### config.mk
export PLATFORM = sky130hd
export DESIGN_NAME = epoch_seconds_to_calendar_date_flat
export DESIGN_NICKNAME = d
export VERILOG_FILES = /design/src/hw/rtl/esc_pkg.sv /design/src/hw/rtl/esc_if.sv /design/src/hw/rtl/esc_cdiv.sv /design/src/hw/rtl/epoch_seconds_to_calendar_date.sv /design/src/flat_wrapper.sv
export VERILOG_INCLUDE_DIRS = /design/src /design/src/hw/rtl
export SDC_FILE = /design/constraint.sdc
export NUM_CORES = 2
export LEC_CHECK = 0
export CAP_MARGIN = 20
export CELL_PAD_IN_SITES_DETAIL_PLACEMENT = 0
export CELL_PAD_IN_SITES_GLOBAL_PLACEMENT = 1
export CORE_UTILIZATION = 40
export CTS_BUF_LIST = sky130_fd_sc_hd__clkbuf_16
export CTS_CLUSTER_DIAMETER = 100
export DETAILED_ROUTE_END_ITERATION = 16
export DONT_BUFFER_PORTS = 1
export GPL_ROUTABILITY_DRIVEN = 0
export HOLD_SLACK_MARGIN = 0.03
export PLACE_DENSITY = 0.7
export SETUP_SLACK_MARGIN = 0.1
export SYNTH_ARGS = -nofsm -noshare
export SYNTH_HDL_FRONTEND = slang
export SYNTH_SLANG_ARGS = --single-unit
### constraint.sdc
create_clock -name clk_i -period 11.58 [get_ports clk_i]
set_clock_uncertainty 0.15 [all_clocks]
set_input_delay 0.579 -clock clk_i [delete_from_list [all_inputs] [get_ports clk_i]]
set_output_delay 0.579 -clock clk_i [all_outputs]
set_load 0.1 [all_outputs]
### src/hw/rtl/epoch_seconds_to_calendar_date_defines.svh
// Assertion helpers for the calendar converter.
// Each macro expects clk_i and rst_ni to be visible where it is used.
`ifndef EPOCH_SECONDS_TO_CALENDAR_DATE_DEFINES_SVH
`define EPOCH_SECONDS_TO_CALENDAR_DATE_DEFINES_SVH

// Same-cycle implication, checked outside reset.
`define ESC_ASSERT_NOW(label, ante, cons) \
  label: assert property (@(posedge clk_i) disable iff (!rst_ni) (ante) |-> (cons)) \
    else $error("calendar converter check failed");

// Next-cycle implication, checked outside reset.
`define ESC_ASSERT_NEXT(label, ante, cons) \
  label: assert property (@(posedge clk_i) disable iff (!rst_ni) (ante) |=> (cons)) \
    else $error("calendar converter check failed");

`endif

### src/hw/rtl/esc_pkg.sv
package esc_pkg;

  localparam int unsigned STAMP_W  = 32;
  localparam int unsigned DAYS_W   = 16;
  localparam int unsigned YIDX_W   = 8;
  localparam int unsigned DOY_W    = 9;
  localparam int unsigned NUM_STAGES = 11;

  localparam int unsigned SECS_PER_MIN  = 60;
  localparam int unsigned MINS_PER_HOUR = 60;
  localparam int unsigned HOURS_PER_DAY = 24;
  localparam int unsigned DAYS_PER_WEEK = 7;
  localparam int unsigned DAYS_PER_YEAR = 365;

  localparam logic [STAMP_W-1:0] LAST_STAMP    = 32'd4102444799;
  localparam logic [DAYS_W-1:0]  EPOCH_WEEKDAY = 16'd4;
  localparam logic [11:0]        EPOCH_YEAR    = 12'd1970;
  localparam logic [11:0]        LAST_YEAR     = 12'd2099;
  localparam logic [3:0]         LAST_MONTH    = 4'd12;
  localparam logic [4:0]         LAST_MDAY     = 5'd31;
  localparam logic [4:0]         LAST_HOUR     = 5'd23;
  localparam logic [5:0]         LAST_MINSEC   = 6'd59;
  localparam logic [1:0]         LEAP_PHASE    = 2'd2;

  // Days before the first of each month in a common year.
  localparam logic [DOY_W-1:0] MONTH_START [12] = '{
    9'd0, 9'd31, 9'd59, 9'd90, 9'd120, 9'd151,
    9'd181, 9'd212, 9'd243, 9'd273, 9'd304, 9'd334
  };

  // Quotient and remainder widths of the constant dividers.
  function automatic int unsigned cdiv_qw(int unsigned w, int unsigned d);
    return w - $clog2(d + 1) + 1;
  endfunction

  function automatic int unsigned cdiv_rw(int unsigned d);
    return $clog2(d);
  endfunction

  typedef struct packed {
    logic mul;
    logic fix;
  } esc_adv_t;

  typedef struct packed {
    logic              flag;
    logic [5:0]        sec;
    logic [5:0]        min;
    logic [4:0]        hour;
    logic [2:0]        wday;
    logic [YIDX_W-1:0] y;
    logic [DOY_W-1:0]  doy;
    logic              leap;
    logic [3:0]        mon;
    logic [4:0]        mday;
    logic [11:0]       year;
  } esc_side_t;

endpackage

### src/hw/rtl/esc_if.sv
interface esc_in_if;
  logic                        valid;
  logic                        ready;
  logic [esc_pkg::STAMP_W-1:0] stamp_seconds;

  modport source (output valid, output stamp_seconds, input ready);
  modport sink (input valid, input stamp_seconds, output ready);
endinterface

interface esc_out_if;
  logic        valid;
  logic        ready;
  logic [5:0]  second_out;
  logic [5:0]  minute_out;
  logic [4:0]  hour_out;
  logic [2:0]  weekday_out;
  logic [11:0] year_out;
  logic [8:0]  day_of_year_out;
  logic [3:0]  month_out;
  logic [4:0]  day_of_month_out;
  logic        out_of_range;

  modport source (
    output valid, input ready,
    output second_out, output minute_out, output hour_out, output weekday_out,
    output year_out, output day_of_year_out, output month_out,
    output day_of_month_out, output out_of_range
  );
  modport sink (
    input valid, output ready,
    input second_out, input minute_out, input hour_out, input weekday_out,
    input year_out, input day_of_year_out, input month_out,
    input day_of_month_out, input out_of_range
  );
endinterface

### src/hw/rtl/esc_cdiv.sv
// Two-stage division by a constant: reciprocal multiply, then one correction step.
module esc_cdiv import esc_pkg::*; #(
  parameter int unsigned W = STAMP_W,
  parameter int unsigned D = SECS_PER_MIN
) (
  input  logic                        clk_i,
  input  esc_adv_t                    adv_i,
  input  logic [W-1:0]                x_i,
  output logic [cdiv_qw(W, D)-1:0]    q_o,
  output logic [cdiv_rw(D)-1:0]       r_o
);

  localparam int unsigned QW = cdiv_qw(W, D);
  localparam int unsigned RW = cdiv_rw(D);
  localparam logic [63:0] MUL_FULL = (64'd1 << W) / 64'(D);
  localparam logic [W-1:0] MUL = MUL_FULL[W-1:0];
  localparam logic [W-1:0] DIV = W'(D);

  logic [2*W-1:0] prod;
  logic [W-1:0]   x_q;
  logic [QW-1:0]  qe_q;
  logic [W-1:0]   qd;
  logic [W-1:0]   rem;
  logic           fix;
  logic [QW-1:0]  q_d, q_q;
  logic [RW-1:0]  r_d, r_q;

  // The estimate is never above the true quotient and at most one below it.
  assign prod = (2*W)'(x_i) * (2*W)'(MUL);

  always_ff @(posedge clk_i) begin
    if (adv_i.mul) begin
      x_q  <= x_i;
      qe_q <= prod[W+QW-1:W];
    end
  end

  assign qd  = W'(qe_q) * DIV;
  assign rem = x_q - qd;
  assign fix = (rem >= DIV);
  assign q_d = qe_q + QW'(fix);
  assign r_d = fix ? RW'(rem - DIV) : RW'(rem);

  always_ff @(posedge clk_i) begin
    if (adv_i.fix) begin
      q_q <= q_d;
      r_q <= r_d;
    end
  end

  assign q_o = q_q;
  assign r_o = r_q;

endmodule

### src/hw/rtl/epoch_seconds_to_calendar_date.sv
// Throughput: one item per cycle while the output is taken;
// the eleven-stage pipeline holds up to eleven items.
// Each stage has its own valid bit and advances when it is empty or its successor moves,
// so an empty stage is filled even while the output waits.
// Reset clears only the valid bits; the datapath registers are not reset.
`include "epoch_seconds_to_calendar_date_defines.svh"

module epoch_seconds_to_calendar_date import esc_pkg::*; (
  input  logic          clk_i,
  input  logic          rst_ni,
  esc_in_if.sink        in_i,
  esc_out_if.source     out_o
);

  localparam int unsigned NS = NUM_STAGES;

  // Widths of the chained quotients: seconds, then minutes, then hours, then days.
  localparam int unsigned Q1_W = cdiv_qw(STAMP_W, SECS_PER_MIN);
  localparam int unsigned Q2_W = cdiv_qw(Q1_W, MINS_PER_HOUR);
  localparam int unsigned Q3_W = cdiv_qw(Q2_W, HOURS_PER_DAY);

  // Stage map:
  //   1-2   stamp / 60     -> second, total minutes
  //   3-4   minutes / 60   -> minute, total hours
  //   5-6   hours / 24     -> hour, days since the epoch
  //   7-8   days / 365 and (days + 4) / 7 -> year guess, weekday
  //   9     year correction and day of year
  //   10    leap flag and month
  //   11    day of month and calendar year (output register)
  logic [NS:1] v_q;
  logic [NS:1] v_prev;
  logic [NS:1] rdy;
  esc_side_t   side_q [1:NS];
  esc_side_t   side_d [1:NS];

  logic               flag;
  logic [STAMP_W-1:0] stamp_c;

  logic [Q1_W-1:0]    q_sec;
  logic [5:0]         r_sec;
  logic [Q2_W-1:0]    q_min;
  logic [5:0]         r_min;
  logic [Q3_W-1:0]    q_hour;
  logic [4:0]         r_hour;
  logic [DAYS_W-1:0]  days;
  logic [DAYS_W-1:0]  days_wk;
  logic [YIDX_W-1:0]  y0;
  logic [DOY_W-1:0]   r_year;
  logic [2:0]         r_week;

  logic [YIDX_W-1:0]  y0_p1;
  logic [YIDX_W-3:0]  quarter;
  logic [DOY_W:0]     doy_back;
  logic               leap10;
  logic [3:0]         mon_cnt;
  logic [DOY_W-1:0]   thr;
  logic [3:0]         mon_idx;
  logic [DOY_W-1:0]   mon_start;

  logic               out_last_moment;
  logic               out_date_ok;

  // Ready ripples back from the output: a stage can take new data when it is
  // empty or when its content moves on in the same cycle.
  always_comb begin
    rdy[NS] = !v_q[NS] || out_o.ready;
    for (int k = NS - 1; k >= 1; k--) begin
      rdy[k] = !v_q[k] || rdy[k+1];
    end
  end

  assign in_i.ready = rdy[1];
  assign v_prev     = {v_q[NS-1:1], in_i.valid};

  always_ff @(posedge clk_i or negedge rst_ni) begin
    if (!rst_ni) begin
      v_q <= '0;
    end else begin
      for (int k = 1; k <= NS; k++) begin
        if (rdy[k]) begin
          v_q[k] <= v_prev[k];
        end
      end
    end
  end

  // Stamps past the last second of 2099 are clamped to it and flagged.
  assign flag    = (in_i.stamp_seconds > LAST_STAMP);
  assign stamp_c = flag ? LAST_STAMP : in_i.stamp_seconds;

  esc_cdiv #(.W(STAMP_W), .D(SECS_PER_MIN)) u_div_sec (
    .clk_i (clk_i),
    .adv_i ('{mul: rdy[1], fix: rdy[2]}),
    .x_i   (stamp_c),
    .q_o   (q_sec),
    .r_o   (r_sec)
  );

  esc_cdiv #(.W(Q1_W), .D(MINS_PER_HOUR)) u_div_min (
    .clk_i (clk_i),
    .adv_i ('{mul: rdy[3], fix: rdy[4]}),
    .x_i   (q_sec),
    .q_o   (q_min),
    .r_o   (r_min)
  );

  esc_cdiv #(.W(Q2_W), .D(HOURS_PER_DAY)) u_div_hour (
    .clk_i (clk_i),
    .adv_i ('{mul: rdy[5], fix: rdy[6]}),
    .x_i   (q_min),
    .q_o   (q_hour),
    .r_o   (r_hour)
  );

  // After clamping, the day count stays below 47482, so it fits in DAYS_W bits
  // and the weekday offset cannot wrap.
  assign days    = q_hour[DAYS_W-1:0];
  assign days_wk = days + EPOCH_WEEKDAY;

  esc_cdiv #(.W(DAYS_W), .D(DAYS_PER_YEAR)) u_div_year (
    .clk_i (clk_i),
    .adv_i ('{mul: rdy[7], fix: rdy[8]}),
    .x_i   (days),
    .q_o   (y0),
    .r_o   (r_year)
  );

  esc_cdiv #(.W(DAYS_W), .D(DAYS_PER_WEEK)) u_div_week (
    .clk_i (clk_i),
    .adv_i ('{mul: rdy[7], fix: rdy[8]}),
    .x_i   (days_wk),
    .q_o   (),
    .r_o   (r_week)
  );

  // The year guess days/365 ignores leap days. Days before year y0 are
  // 365*y0 + (y0+1)/4, so the remainder r gives the day of the year directly
  // once the leap days are taken off. When r is smaller than that leap count
  // the guess overshot by exactly one year, and the day of the year becomes
  // r + 365 - y0/4.
  assign y0_p1    = y0 + YIDX_W'(1);
  assign quarter  = y0_p1[YIDX_W-1:2];
  assign doy_back = (DOY_W+1)'(r_year) + (DOY_W+1)'(DAYS_PER_YEAR)
                  - (DOY_W+1)'(y0[YIDX_W-1:2]);

  // Within 1970..2099 every fourth year from 1972 is leap, which is the
  // years whose offset from 1970 leaves two after division by four.
  assign leap10 = (side_q[9].y[1:0] == LEAP_PHASE);

  // The month is one plus the number of month starts already passed.
  always_comb begin
    mon_cnt = 4'd1;
    thr     = '0;
    for (int m = 1; m < 12; m++) begin
      thr = MONTH_START[m] + ((m >= 2) ? DOY_W'(leap10) : '0);
      if (side_q[9].doy >= thr) begin
        mon_cnt = mon_cnt + 4'd1;
      end
    end
  end

  assign mon_idx   = side_q[10].mon - 4'd1;
  assign mon_start = MONTH_START[mon_idx]
                   + DOY_W'((side_q[10].mon >= 4'd3) && side_q[10].leap);

  always_comb begin
    side_d[1]      = '0;
    side_d[1].flag = flag;
    for (int k = 2; k <= NS; k++) begin
      side_d[k] = side_q[k-1];
    end
    side_d[3].sec  = r_sec;
    side_d[5].min  = r_min;
    side_d[7].hour = r_hour;
    side_d[9].wday = r_week;
    if ((DOY_W+1)'(r_year) >= (DOY_W+1)'(quarter)) begin
      side_d[9].y   = y0;
      side_d[9].doy = r_year - DOY_W'(quarter);
    end else begin
      side_d[9].y   = y0 - YIDX_W'(1);
      side_d[9].doy = doy_back[DOY_W-1:0];
    end
    side_d[10].leap = leap10;
    side_d[10].mon  = mon_cnt;
    side_d[11].mday = 5'(side_q[10].doy - mon_start + DOY_W'(1));
    side_d[11].year = EPOCH_YEAR + 12'(side_q[10].y);
  end

  always_ff @(posedge clk_i) begin
    for (int k = 1; k <= NS; k++) begin
      if (rdy[k]) begin
        side_q[k] <= side_d[k];
      end
    end
  end

  // The last stage is the output register.
  assign out_o.valid            = v_q[NS];
  assign out_o.second_out       = side_q[NS].sec;
  assign out_o.minute_out       = side_q[NS].min;
  assign out_o.hour_out         = side_q[NS].hour;
  assign out_o.weekday_out      = side_q[NS].wday;
  assign out_o.year_out         = side_q[NS].year;
  assign out_o.day_of_year_out  = side_q[NS].doy;
  assign out_o.month_out        = side_q[NS].mon;
  assign out_o.day_of_month_out = side_q[NS].mday;
  assign out_o.out_of_range     = side_q[NS].flag;

  // The offered fields name the last second of 2099.
  assign out_last_moment = (out_o.year_out == LAST_YEAR) && (out_o.month_out == LAST_MONTH)
                        && (out_o.day_of_month_out == LAST_MDAY)
                        && (out_o.hour_out == LAST_HOUR)
                        && (out_o.minute_out == LAST_MINSEC)
                        && (out_o.second_out == LAST_MINSEC);

  // The offered date is a real calendar position within the supported span.
  assign out_date_ok = (out_o.month_out != '0) && (out_o.month_out <= LAST_MONTH)
                    && (out_o.day_of_month_out != '0)
                    && (out_o.year_out >= EPOCH_YEAR) && (out_o.year_out <= LAST_YEAR);

  // An accepted stamp always lands in the first stage.
  `ESC_ASSERT_NEXT(a_accept_fills_first, in_i.valid && in_i.ready, v_q[1])

  // A saturated result describes the last second of 2099.
  `ESC_ASSERT_NOW(a_saturated_moment, out_o.valid && out_o.out_of_range, out_last_moment)

  // Every offered date is a real calendar position within the supported span.
  `ESC_ASSERT_NOW(a_date_in_span, out_o.valid, out_date_ok)

  // The ready chain keeps a full last stage valid while the output stalls.
  `ESC_ASSERT_NEXT(a_last_stage_holds, v_q[NS] && !out_o.ready, v_q[NS])

endmodule
### src/flat_wrapper.sv
// flat-port wrapper written by rule: the top's interface ports become plain ports
module epoch_seconds_to_calendar_date_flat import esc_pkg::*;
  (clk_i, rst_ni, in_i_valid, in_i_stamp_seconds, in_i_ready, out_o_valid, out_o_ready, out_o_second_out, out_o_minute_out, out_o_hour_out, out_o_weekday_out, out_o_year_out, out_o_day_of_year_out, out_o_month_out, out_o_day_of_month_out, out_o_out_of_range);
  esc_in_if in_i_i ();
  esc_out_if out_o_i ();
  input  logic clk_i;
  input  logic rst_ni;
  input wire logic [$bits(in_i_i.valid)-1:0] in_i_valid;
  input wire logic [$bits(in_i_i.stamp_seconds)-1:0] in_i_stamp_seconds;
  output wire logic [$bits(in_i_i.ready)-1:0] in_i_ready;
  output wire logic [$bits(out_o_i.valid)-1:0] out_o_valid;
  input wire logic [$bits(out_o_i.ready)-1:0] out_o_ready;
  output wire logic [$bits(out_o_i.second_out)-1:0] out_o_second_out;
  output wire logic [$bits(out_o_i.minute_out)-1:0] out_o_minute_out;
  output wire logic [$bits(out_o_i.hour_out)-1:0] out_o_hour_out;
  output wire logic [$bits(out_o_i.weekday_out)-1:0] out_o_weekday_out;
  output wire logic [$bits(out_o_i.year_out)-1:0] out_o_year_out;
  output wire logic [$bits(out_o_i.day_of_year_out)-1:0] out_o_day_of_year_out;
  output wire logic [$bits(out_o_i.month_out)-1:0] out_o_month_out;
  output wire logic [$bits(out_o_i.day_of_month_out)-1:0] out_o_day_of_month_out;
  output wire logic [$bits(out_o_i.out_of_range)-1:0] out_o_out_of_range;
  assign in_i_i.valid = in_i_valid;
  assign in_i_i.stamp_seconds = in_i_stamp_seconds;
  assign in_i_ready = in_i_i.ready;
  assign out_o_valid = out_o_i.valid;
  assign out_o_i.ready = out_o_ready;
  assign out_o_second_out = out_o_i.second_out;
  assign out_o_minute_out = out_o_i.minute_out;
  assign out_o_hour_out = out_o_i.hour_out;
  assign out_o_weekday_out = out_o_i.weekday_out;
  assign out_o_year_out = out_o_i.year_out;
  assign out_o_day_of_year_out = out_o_i.day_of_year_out;
  assign out_o_month_out = out_o_i.month_out;
  assign out_o_day_of_month_out = out_o_i.day_of_month_out;
  assign out_o_out_of_range = out_o_i.out_of_range;
  epoch_seconds_to_calendar_date u_core (.clk_i(clk_i), .rst_ni(rst_ni), .in_i(in_i_i), .out_o(out_o_i));
endmodule
Yosys cells after proc, flatten, opt, wreduce, memory -nomap -nowiden
Memories as Yosys holds them, arrays and structs flattened. Index checks and enable logic that the tools add are counted.

Bitwise logic cells: 1. Eq/ne operators: 1. Multiply operators: 10. Reduce and logical (&&, ||, !) cells: 23. Multiplexer cells: 42. Add/sub/neg operators: 45. Order comparisons: 20.

Operators by type and width (number): >= comparator 9 bit (10); multiplier 32 x 25 -> 57 bit, second input constant (1); multiplier 27 x 21 -> 48 bit, second input constant (1); two-way mux 4 bit (10); multiplier 22 x 17 -> 39 bit, second input constant (1); adder 4 x 1 -> 4 bit, second input constant (9); adder 8 x 1 -> 9 bit, first input constant (4); >= comparator 32 x 6 -> 1 bit, second input constant (1); > comparator 32 bit, second input constant (1); two-way mux 32 bit (1); subtractor 16 bit (2); subtractor 32 bit (1); multiplier 27 x 4 -> 30 bit, second input constant (1); multiplier 16 x 13 -> 29 bit, second input constant (1); adder 27 x 1 -> 27 bit (1); adder 9 x 1 -> 9 bit, first input constant (3); >= comparator 27 x 6 -> 1 bit, second input constant (1); subtractor 27 bit (1); multiplier 22 x 4 -> 25 bit, second input constant (1); multiplier 16 x 8 -> 24 bit, second input constant (1); adder 22 x 1 -> 22 bit (1); >= comparator 22 x 5 -> 1 bit, second input constant (1); two-way mux 1 bit (22); subtractor 22 bit (1); other kinds (39) (65).

Bits in read-only memories: 144. Input bits: 36. Memories kept: 2. Output and inout port bits: 53. RAM bits: 660. Register bits: 315.

Memory list: u_core.side_q (words 11, bits a word 60, rd ports 11, clocked after memory_dff 0, wr ports 11, line epoch_seconds_to_calendar_date.sv:33) `esc_side_t side_q [1:NS];`; (name not given) (words 16, bits a word 9, rd ports 1, clocked after memory_dff 0, wr ports 0, line epoch_seconds_to_calendar_date.sv:163) `assign mon_start = MONTH_START[mon_idx]`.

Logic depth before layout (Yosys ltp)
An unclocked memory read counts as a cell.

Depth after elaboration: 23. Depth in mapped cells: 39. Depth with buffers taken out: 39.

Hierarchy
A second synthesis with hierarchy kept.

Cells, all modules: 5381. Area total of the unflattened synthesis: 58133.3 µm².

By module, submodules not included: esc_cdiv (u_core.u_div_sec) (times used 1, cells each 1426, area each 14627.8 µm², seq. area each 2762.6 µm²); esc_cdiv (u_core.u_div_min) (times used 1, cells each 1094, area each 11257.0 µm², seq. area each 2312.2 µm²); epoch_seconds_to_calendar_date (times used 1, cells each 730, area each 10184.8 µm², seq. area each 6581.3 µm²); esc_cdiv (u_core.u_div_hour) (times used 1, cells each 923, area each 9879.5 µm², seq. area each 1891.8 µm²); esc_cdiv (u_core.u_div_year) (times used 1, cells each 632, area each 6357.3 µm², seq. area each 1231.2 µm²); esc_cdiv (u_core.u_div_week) (times used 1, cells each 576, area each 5826.8 µm², seq. area each 1411.4 µm²).

Least setup slack after synthesis
No wires, ideal clock.

Kind: register to register. Start point: register u_core.u_div_sec.qe_q[3]. End point: register u_core.u_div_sec.q_q[26] (netlist: u_core.u_div_sec.q_o[26]), data pin. Data arrival time: 8.056 ns. Buffers on the path: 0. Stages on the path, launching flop included: 40. Clock period less this slack: 8.468 ns. Path slack: 3.112 ns. Cell sequence: edfxtp_1 -> inv_1 -> fa_1 -> fa_1 -> inv_1 -> ha_1 -> nor2b_1 -> o21ai_0 -> a21oi_1 -> o21a_1 -> o21a_1 -> o21a_1 -> o21bai_1 -> a31oi_1 -> a311o_1 -> a31o_2 -> a21oi_1 -> xor2_1 -> [4 not listed] -> a2111oi_2 -> nand4_1 -> or4_1 -> a2111oi_2 -> o2111ai_1 -> or4_4 -> nor3_4 -> inv_1 -> ha_1 -> ha_1 -> nand4_1 -> nor2_1 -> nand3_1 -> nor2_1 -> nand3_1 -> nor2_1 -> nand3_1 -> xnor2_1.

Cells in the longest elaborated chain, start to end: 4.

RTL lines: from (decl) (line esc_cdiv.sv:21) `logic [QW-1:0] qe_q;`; from (signal assigned) (line esc_cdiv.sv:34) `qe_q <= prod[W+QW-1:W];`; multiplier 27 x 4 -> 30 bit (line esc_cdiv.sv:38) `assign qd = W'(qe_q) * DIV;`; subtractor 32 bit (line esc_cdiv.sv:39) `assign rem = x_q - qd;`; >= comparator 32 x 6 -> 1 bit (line esc_cdiv.sv:40) `assign fix = (rem >= DIV);`; adder 27 x 1 -> 27 bit * (line esc_cdiv.sv:41) `assign q_d = qe_q + QW'(fix);`; via u_core.u_div_sec.q_d[26] (line esc_cdiv.sv:25) `logic [QW-1:0] q_d, q_q;`; to (signal assigned) (line esc_cdiv.sv:46) `q_q <= q_d;`; to (decl) (line esc_cdiv.sv:25).

The timed path passes the listed nets; every way through them passes the cells marked *. A chain may end at the register's enable or synchronous reset.

Final worst setup path
Start point: register u_core.u_div_sec.qe_q[3]. End point: register u_core.u_div_sec.q_q[24] (netlist: u_core.u_div_sec.q_o[24]), data pin.

Same word-level chain as after synthesis.

==> run metrics <==
slowest stage delay, CP 0.53 ns; status finished clean; DRT iter0 DRCs 1900; Boundary Pins 89; CTS tree yes; synthesized net count 6477; Worst path slowest cell or4_4; Final min period 9.45 ns; first-pass GRT wire length 193000 um; WHS 0.0853 ns; largest net degree at the start of global routing 72; Final ANT Viol Nets 0; RSZ-0062 raised after global routing false; Crit Path Category reg2reg; Antenna diodes 0; postcts setup bufs 0; CTS sink cnt 523; Worst Path Required 11.77 ns; clock buffer count from CTS 66; Worst Setup Start Kind register; die area 137000 um2; area post-placement 56600 um2; Layout area overhead 8.48%; post-DP HPWL 100000 um; Crit Path Max Fanout 6; port buffer count 0; cell family with most CP delay compound AO/OA/AOI/OAI gates; router iterations before antenna repair 5; Slew @ Worst Pin 1.10 ns; Core ar. 134000 um2; # DRC 0; critical path endpoint category register; initial antenna violation count 1; Die X 371 um; vias 34.1k; Max clock buf depth 3; distinct cell type count after synthesis 83; Worst slew margin 0.268; row count 134; layout cells sized above 1 0.0366; #FFs+latches synth 523; Fillers 12.7k; gr ovfl total 0; Hold Path Class in2reg; Tcrit/Tclk final 0.816; CP arrival 9.64 ns; Post-synth EDFFs 512; Synth area leaders edfxtp_1 28%, ha_1 23%, fa_1 20%; top-area cell type share of the netlist area 0.283; Initial Util 0.405; Die Y 371 um; htree depth 3; YS warnings 0; Final Setup Violations 0; drt via density 5.02; Final Net Count 6538; Yosys top cell by area edfxtp_1; final instance area 59000 um2; sequential cell area fraction in the yosys report 0.288; DR WL/cell 17.4 um; Most used DFF post-synth edfxtp_1; reg-to-reg slack, setup 2.13 ns; Pins Over Slew Limit 0; maximum clock rate 106 MHz; Routed WL 118000 um; post-synthesis async set-or-reset flop share 0.0210; gr usage total 0.178; Setup TNS 0 ns; root buffer cell clkbuf_16; worst-skew pair later-pin latency 0.62 ns; # Max-Cap Violations 0; vias in the first global route 35.4k; clock transition at the registers of the reported paths 0.06 ns; Fin. Hold Viols 0; fin util 0.440; Synth Instances 4906; synthesized area 54400 um2; Avg Inst Size Synth 11.1 um2; worst path bufs/invs 3
state kept, by name, summed over array words and instances (netlist names), 11 cells and up:
signal	flops
u_core.side_q	210
u_core.u_div_sec.x_q	32
u_core.u_div_min.x_q	27
u_core.u_div_sec.q_o	27
u_core.u_div_sec.qe_q	27
u_core.u_div_hour.x_q	22
u_core.u_div_min.q_o	22
u_core.u_div_min.qe_q	22
u_core.u_div_hour.qe_q	18
u_core.u_div_hour.q_o	16
u_core.u_div_week.x_q	16
u_core.u_div_week.qe_q	14
u_core.u_div_year.x_q	14
u_core.v_q	11
kinds of logic (layout without fill, tap and decap cells):
kind of cell,Yosys count,in the layout,share of synthesized area
mux,20,20,0.00393
compound gates,733,733,0.0880
xor+xnor,324,324,0.0529
flops,523,523,0.288
simple gates,798,798,0.0737
buf+inv,973,1088,0.0672
fa+ha+maj,1535,1535,0.426
layout by cell type (no fill, tap or decap), types with 10 or more instances in the layout:
master	n
nand4_1	22
dfrtp_1	11
mux2_2	10
or3_1	15
o31ai_1	20
nor3b_1	11
inv_1	949
and3_1	40
fa_1	531
nor2b_1	33
edfxtp_1	512
o21bai_1	28
or2_2	19
a21o_1	85
a21oi_1	219
nor2_1	185
clkbuf_16	69
nand3_1	77
xnor2_1	224
ha_1	1004
o2111ai_1	11
o21a_1	36
o211ai_1	28
xor2_1	97
nand2b_1	80
nand2_1	176
a31oi_1	20
a211oi_1	20
clkinv_2	10
o22ai_1	15
buf_4	10
a21boi_0	14
nor3_1	65
clkinvlp_4	10
o21ai_0	124
and2_1	21
final timing paths:
path                                          start                  endpoint  cells after the start
min in group asynchronous                    rst_ni            u_core.v_q[10]                      1
max                        u_core.u_div_sec.qe_q[3]  u_core.u_div_sec.q_o[24]                     39
min                           in_i_stamp_seconds[4]   u_core.u_div_sec.x_q[4]                      1
min reg2reg                 u_core.u_div_min.r_o[4]     u_core.side_q[0][351]                      0
max in group asynchronous                    rst_ni             u_core.v_q[5]                      1
max reg2reg                u_core.u_div_sec.qe_q[3]  u_core.u_div_sec.q_o[24]                     39
what timing repair did:
item                      CTS  global route
hold buffers                7             0
hold endpoints to repair   17             0
gates resized for setup     0             0
routing by layer:
layer	part of all wire	GRT usage
met1	0.48	0.247
met2	0.46	0.289
met3	0.040	0.0270
met4	0.023	0.0461
met5	0.000093	0
Yosys cell counts (all sizes together), types with 12 or more instances:
cell type,instances
ha,1004
inv,947
fa,531
edfxtp,512
xnor2,224
a21oi,222
nor2,186
nand2,178
o21ai,128
xor2,97
a21o,86
nand2b,81
nand3,80
nor3,66
and3,40
o21a,36
nor2b,33
o211ai,28
o21bai,28
clkbuf,26
nand4,22
and2,21
a211oi,20
a31oi,20
o31ai,20
or2,19
o22ai,15
or3,15
a21boi,14
a2111oi,12
through the flow:
step	setup slack, ns	cells
final	2.13	6789
after global routing	1.25	6789
after CTS	2.05	6787
after detailed placement	2.11	6658
after global placement	2.31	6658
after floorplan	3.11	4906
final cells by class:
class / count / area, um2 / area share
inverters: 947 / 3550 / 0.0603
well taps: 1768 / 2210 / 0.0375
clock buffers: 69 / 1730 / 0.0293
clock inverters: 53 / 549 / 0.00931
flip-flops and latches: 523 / 15700 / 0.265
multi-input cells: 3410 / 35100 / 0.595
repair buffers: 19 / 185 / 0.00314
Power is not shown: default switching activity piles up to over one toggle a cycle in this logic, so the estimate is an artifact.
